File: src/sv/bmrs_pkg.sv
`default_nettype none

package bmrs_pkg;

    // Default document count of the per-document stores
    localparam int unsigned DEFAULT_MAX_DOCS = 65536;

    // Widths of the fixed-point datapath
    localparam int unsigned QUOT_BITS  = 16;  // tf*1.9/denominator in Q.15, always below 2^16
    localparam int unsigned DEN_BITS   = 62;  // 100 * denominator in Q.24
    localparam int unsigned RATIO_BITS = 56;  // length * inverse mean length, Q.24

    // Readability term: floor((20000 - R) * 2^12 / 125), computed as
    // floor(y / 125) - READ_OFFS with y = READ_BIAS - R * 2^12 kept positive.
    localparam logic [27:0] READ_BIAS   = 28'd268431375;
    localparam logic [31:0] READ_OFFS   = 32'd1492091;
    // Reciprocal of 125 scaled by 2^35, exact for every y below 2^28
    localparam logic [28:0] RECIP_125   = 29'd274877907;
    localparam int unsigned RECIP_SHIFT = 35;

    // Reset value of the reciprocal mean length register (1.0 in Q8.24)
    localparam logic [31:0] IML_RESET = 32'd16777216;

    // Register indexes of the configuration channel
    localparam logic CFG_IDF = 1'b0;
    localparam logic CFG_IML = 1'b1;

    // Operation codes
    typedef enum logic [1:0] {
        OP_LOAD  = 2'd0,
        OP_SCORE = 2'd1,
        OP_READ  = 2'd2
    } op_t;

    // Sequencer states
    typedef enum logic [3:0] {
        ST_CLEAR,
        ST_IDLE,
        ST_FETCH,
        ST_MUL_LO,
        ST_MUL_HI,
        ST_DEN,
        ST_DIV,
        ST_ACC,
        ST_DONE
    } state_t;

    // Divider request and response
    typedef struct packed {
        logic                start;
        logic [15:0]         tf;
        logic [DEN_BITS-1:0] den;
    } div_req_t;

    typedef struct packed {
        logic                 done;
        logic [QUOT_BITS-1:0] quot;
    } div_rsp_t;

endpackage

`default_nettype wire

File: src/sv/bmrs_divider.sv
`default_nettype none

module bmrs_divider (
    input  wire logic               clk,
    input  wire logic               rst_n,
    input  wire bmrs_pkg::div_req_t req,
    output bmrs_pkg::div_rsp_t      rsp
);

    localparam int unsigned DW = bmrs_pkg::DEN_BITS;
    localparam int unsigned QW = bmrs_pkg::QUOT_BITS;

    logic [DW-1:0]          rem_reg;
    logic [DW-1:0]          den_reg;
    logic [QW-1:0]          quot_reg;
    logic [$clog2(QW)-1:0]  cnt_reg;
    logic                   busy_reg;
    logic                   done_reg;

    logic [DW:0]            trial;
    logic [DW:0]            diff;
    logic                   fits;
    logic [23:0]            num_top;

    // Numerator is tf*190*2^39; its top part tf*190*2^23 is already below
    // the denominator, so 16 restoring steps give the whole quotient.
    assign num_top = 24'(req.tf * 16'd190);
    assign trial   = {rem_reg, 1'b0};
    assign diff    = trial - {1'b0, den_reg};
    assign fits    = trial >= {1'b0, den_reg};

    // Control
    always_ff @(posedge clk or negedge rst_n)
    begin
        if (!rst_n)
        begin
            busy_reg <= 1'b0;
            done_reg <= 1'b0;
            cnt_reg  <= '0;
        end
        else
        begin
            done_reg <= 1'b0;
            if (req.start)
            begin
                busy_reg <= 1'b1;
                cnt_reg  <= ($clog2(QW))'(QW - 1);
            end
            else if (busy_reg)
            begin
                cnt_reg <= cnt_reg - 1'b1;
                if (cnt_reg == '0)
                begin
                    busy_reg <= 1'b0;
                    done_reg <= 1'b1;
                end
            end
        end
    end

    // One quotient bit per cycle
    always_ff @(posedge clk)
    begin
        if (req.start)
        begin
            rem_reg  <= DW'({num_top, 23'b0});
            den_reg  <= req.den;
            quot_reg <= '0;
        end
        else if (busy_reg)
        begin
            rem_reg  <= fits ? diff[DW-1:0] : trial[DW-1:0];
            quot_reg <= {quot_reg[QW-2:0], fits};
        end
    end

    assign rsp.done = done_reg;
    assign rsp.quot = quot_reg;

endmodule

`default_nettype wire

File: config.mk
export PLATFORM = sky130hd
export DESIGN_NAME = bmrs_divider
export DESIGN_NICKNAME = d
export VERILOG_FILES = /design/src/sv/bmrs_pkg.sv /design/src/sv/bmrs_divider.sv
export SDC_FILE = /design/constraint.sdc
export NUM_CORES = 1
export LEC_CHECK = 0
export BUFFER_PORTS_ARGS = -buffer_cell sky130_fd_sc_hd__buf_2
export CAP_MARGIN = 15
export CORE_ASPECT_RATIO = 0.5
export CORE_MARGIN = 2
export CORE_UTILIZATION = 56
export CTS_CLUSTER_SIZE = 25
export DETAILED_ROUTE_END_ITERATION = 8
export MAX_ROUTING_LAYER = met4
export PLACE_DENSITY = 0.79
export SLEW_MARGIN = 0
export SYNTH_ARGS = -nofsm -noshare
export SYNTH_HDL_FRONTEND = slang
export SYNTH_SLANG_ARGS = --single-unit
File: constraint.sdc
create_clock -name clk -period 3.35 [get_ports clk]
set_input_delay 0.335 -clock clk [delete_from_list [all_inputs] [get_ports clk]]
set_output_delay 0.335 -clock clk [all_outputs]
set_load 0.02 [all_outputs]
# After elaboration in Yosys (flattened, before gate mapping)
# Index checks and enable logic that the tools add are counted.
op_classes:
  addsub: 2
  mul: 1
  n_div: 0
  order_cmp: 1
  n_eq_ne: 0
  shift: 0
  n_mux: 11
  bitwise_logic: 0
  reduce_logical: 2
ops:
  columns: ["op", "count"]
  rows:
  - ["2-to-1 mux 47 bit", 2]
  - ["greater-or-equal comparator 63 x 62 -> 1 bit", 1]
  - ["2-to-1 mux 62 bit", 1]
  - ["subtractor 62 bit", 1]
  - ["multiplier 16 x 7 -> 23 bit, second input constant", 1]
  - ["2-to-1 mux 4 bit", 2]
  - ["2-to-1 mux 1 bit", 6]
  - ["logical NOT 4 bit", 1]
  - ["subtractor 4 x 1 -> 4 bit, second input constant", 1]
  - ["nonzero test 2 bit", 1]
totals:
  register_bits: 146
  latchBits: 0
  ram_bits: 0
  mem_bits_ro: 0
  input_bits: 81
  out_inout_bits: 17
  wordCells: 24
  mem_count: 0

# Logic depth before layout (Yosys ltp)
logic_depth:
  depth_word: 4
  mapped_depth: 20
  depth_no_buf: 20

# Least setup slack after synthesis
# OpenSTA, ideal clock, no wires.
synth_path:
  path_kind: "input to register"
  startpoint: "in req[66] (netlist bit)"
  endpoint: "reg rem_reg[46], data pin"
  setup_time_ns: 0.259
  arrival_ns: 4.861
  t_required_ns: 3.091
  slack_ns: -1.770
  stages: 19
  n_path_buf: 0
  cell_sequence: "fa_1 -> inv_1 -> fa_1 -> inv_1 -> fa_1 -> inv_1 -> fa_1 -> inv_1 -> ha_1 -> nor2b_1 -> a311oi_1 -> a22o_1 -> nor2_1 -> nor2_1 -> o221ai_1 -> o41ai_1 -> o21ai_0 -> xor2_1 -> a211o_1"
synth_via:
  elab_chain_len: 2
synth_lines:
  columns: ["element", "line", "text"]
  rows:
  - ["start: declaration", "bmrs_divider.sv:6", "input wire bmrs_pkg::div_req_t req,"]
  - ["multiplier 16 x 7 -> 23 bit", "bmrs_divider.sv:27", "assign num_top = 24'(req.tf * 16'd190);"]
  - ["2-to-1 mux 47 bit", "bmrs_divider.sv:64", "if (req.start)"]
  - ["end signal: assignment", "bmrs_divider.sv:66", "rem_reg <= DW'({num_top, 23'b0});"]
  - ["end signal: assignment", "bmrs_divider.sv:72", "rem_reg <= fits ? diff[DW-1:0] : trial[DW-1:0];"]
  - ["end: declaration", "bmrs_divider.sv:13", "logic [DW-1:0] rem_reg;"]
# Every way passes these cells.
# A chain may end at the register's enable or synchronous reset.

# Final worst setup path
layout_path:
  startpoint: "in req[67] (netlist bit)"
  endpoint: "reg rem_reg[44], data pin"
# The elaborated chain is that of the path after synthesis.

==> run_results.csv <==
group,metric,value,unit
timing,setup_viol,63,
critical_path,worst-path-max-fanout,4,
power,power_density,855.1,nW/um^2
placement,io_buffer_count,97,
timing,worst_pin_slew,1.240,ns
synthesis,synth-async-reset-ratio,4.110,%
timing,finalCriticalPeriod,4.647,ns
clock_network,cts_tree,"built",
global_route,antenna_found_initial,0,
timing,setup_tns,-20.62,ns
routing,drtPass1Iterations,5,
die,chipWidth,210.9,um
global_route,grt_pass1_vias,10950,
clock_network,clk_latency,0.43,ns
synthesis,avgSynthCellArea,9.178,sq um
power,ir_drop,0.0005220,V
timing,fmaxAchievable,215.2,MHz
critical_path,critPathSlowestCell,"fa_1",
die,initial_core_util,57.67,%
timing,fin_skew,0.01082,ns
timing,drv_slew,0,
die,core,20790,sq um
routing,drt_iter0_markers,956,
die,fp-row-count,37,
placement,place_congestion,0.9502,
critical_path,ff2ff_path_depth,14,
die,die_y,107.5,um
routing,vias,10930,
outcome,violations,"negative setup slack",
clock_network,cts.path.max_buffers,2,
clock_network,cts_buffers,17,
global_route,grt-ovfl-total,0,
synthesis,mappedNetlistArea,11990,sq um
critical_path,start_kind,"input port",
clock_network,clkTransAtPathRegs,0.07,ns
outcome,outcome,"complete, but fails checks",
critical_path,worstSetupEndpointType,"register",
synthesis,synthCells,1306,
finish,finalNetCount,1859,
synthesis,synth_top_flop_cell,"edfxtp_1",
timing,maxSlewHeadroom,17.03,%
timing,holdWs,0.06998,ns
routing,via_per_inst,5.766,
synthesis,yosysSeqAreaShare,31.73,%
timing,rsz0062_at_grt,"true",
placement,dp_slack,-1.779,ns
critical_path,path_class,"input port to register",
hold_path,whs_path_depth,1,
synthesis,synth.distinct_cells,74,
finish,fill_cells,1450,
critical_path,crit_required,3.53,ns
clock_network,h-tree-depth,4,
finish,diodes,0,
timing,fin_crit_sh,138.7,%
power,leakagePower,0.007518,uW
finish,drive_gt1_share,29.41,%
timing,fin_ws,-1.297,ns
clock_network,cts.sinks,146,
global_route,grt_max_degree,58,
synthesis,synth_edf_count,85,
finish,syn_to_final_growth,31.94,%
global_route,grtUsageTotal,31.08,%
clock_network,cts_root_buf,"clkbuf_16",
critical_path,crit_chain,"buf_8, fa_1, inv_2, fa_1, inv_1, fa_1, inv_1, fa_1, inv_2, ha_4, nor2b_4, a311oi_4, a22o_1, nor2_4, nor2_4, o221ai_2, o41ai_2, buf_4, xnor2_2, a221o_1",
placement,dp_hpwl,24810,um
finish,final_cells,1895,
die,pin_count,98,
critical_path,slowest_delay,0.57,ns
critical_path,crit_top_cell,"fa_1",
synthesis,yosys_warnings,0,
timing,finalHoldViolCount,0,
critical_path,worstPathArrival,4.83,ns
routing,route.detailed.drc,0,
synthesis,ys_ff_latch,146,
synthesis,synth_nets,1556,
global_route,grt_pass1_wl,53750,um
die,dieArea,22660,sq um
flow_run,maxCapViolCount,0,
hold_path,min-delay-path-class,"input port to register",
placement,dp_cells,1836,
routing,wl,34360,um
routing,wl_per_cell,18.13,um
routing,antenna_left,0,
area by class of cell:
class                   instances  area, sq um  area share (%)
multi-input cells             941         7986           50.50
flip-flops and latches        146         3805           24.06
repair buffers                332         2474           15.64
inverters                     171        641.9           4.059
clock buffers                  18        450.4           2.848
well taps                     273        341.6           2.160
clock inverters                14        116.4          0.7358
cell families after synthesis:
group	share of synthesized area [%]
AO/OA/AOI/OAI	18.08
multiplexers	3.716
AND/OR/NAND/NOR	12.68
buffers and inverters	7.150
adder cells (fa/ha/maj)	21.09
XOR/XNOR	5.553
flip-flops	31.73
routing by layer:
| metal | up-vias | GRT usage (%) | routed length, um |
|---|---|---|---|
| met4 | 0 | 10.92 | 833 |
| met3 | 76 | 5.572 | 1930 |
| met1 | 5266 | 40.19 | 15360 |
| met2 | 391 | 49.74 | 16240 |
| met5 | - | - | 0 |
| li1 | 5194 | - | - |
cells in the final DEF, fill, tap and decap left out, types with 21 or more instances in the layout:
| master | n |
|---|---|
| a21oi_1 | 76 |
| buf_2 | 92 |
| inv_1 | 164 |
| o21ai_1 | 24 |
| nand2_1 | 112 |
| a21o_1 | 33 |
| buf_4 | 209 |
| xnor2_1 | 48 |
| dfxtp_1 | 55 |
| o21ai_0 | 40 |
| edfxtp_1 | 85 |
| nor2_1 | 78 |
| clkbuf_16 | 21 |
| fa_1 | 55 |
| mux2i_1 | 36 |
| ha_1 | 106 |
| xor2_1 | 24 |
synth_stat cells, types with 10 or more instances:
library cell    n  share of area, %
inv_1         171               5.4
nand2_1       129               4.0
ha_1          114                12
a21oi_1        88               3.7
edfxtp_1       85                21
nor2_1         84               2.6
o21ai_0        72               3.0
dfxtp_1        55               9.2
fa_1           55               9.2
xnor2_1        51               3.7
mux2i_1        43               3.6
clkbuf_1       38               1.2
a21o_1         33               2.1
xor2_1         25               1.8
nand3_1        20              0.84
nand4_1        18              0.94
nor3_1         18              0.75
a311oi_1       14               1.0
and3_1         13              0.68
a221o_1        12               1.0
o21bai_1       12              0.75
a211oi_1       10              0.63
o21a_1         10              0.63
timing repair:
item,4_1_cts,5_1_grt
setup endpoints to repair,63,63
buffers inserted,24,14
endpoints found under the hold margin,6,0
hold buffers,1,0
pin swaps,44,48
gates resized for setup,88,91
gates cloned,2,3
critical path, delay by kind of cell:
family,cells,cell delay (ns)
AO/OA/AOI/OAI,5,1.34
buffers and inverters,6,0.50
AND/OR/NAND/NOR,3,0.32
XOR/XNOR,1,0.08
adder cells (fa/ha/maj),5,2.25
metrics by stage:
step                      power (uW)  cell area, sq um  util [%]
final                          13520             15820     76.09
after detailed placement        9909             14350     69.04
after CTS                      12720             15460     74.36
after floorplan                 7323             12150         -
after global routing           14350             15820     76.09
after global placement          9591             14350     69.04
report_power, final:
group	leakage [uW]	switching (uW)	internal, uW	total, uW
Sequential	0.00137	219	2300	2520
Combinational	0.00587	4740	4400	9140
Clock	0.000283	841	1010	1860
Total	0.00752	5800	7720	13500
final timing paths:
path	startpoint	endpoint	slack, ns
max	req[67]	rem_reg[44]	-1.30
min	req[13]	den_reg[13]	0.07
max reg2reg	den_reg[1]	rem_reg[42]	-0.36
min reg2reg	quot_reg[0]	quot_reg[0]	0.47
max in group asynchronous	rst_n	busy_reg	2.93
min in group asynchronous	rst_n	busy_reg	0.26
No activity file was read; power rests on OpenSTA's default activity.
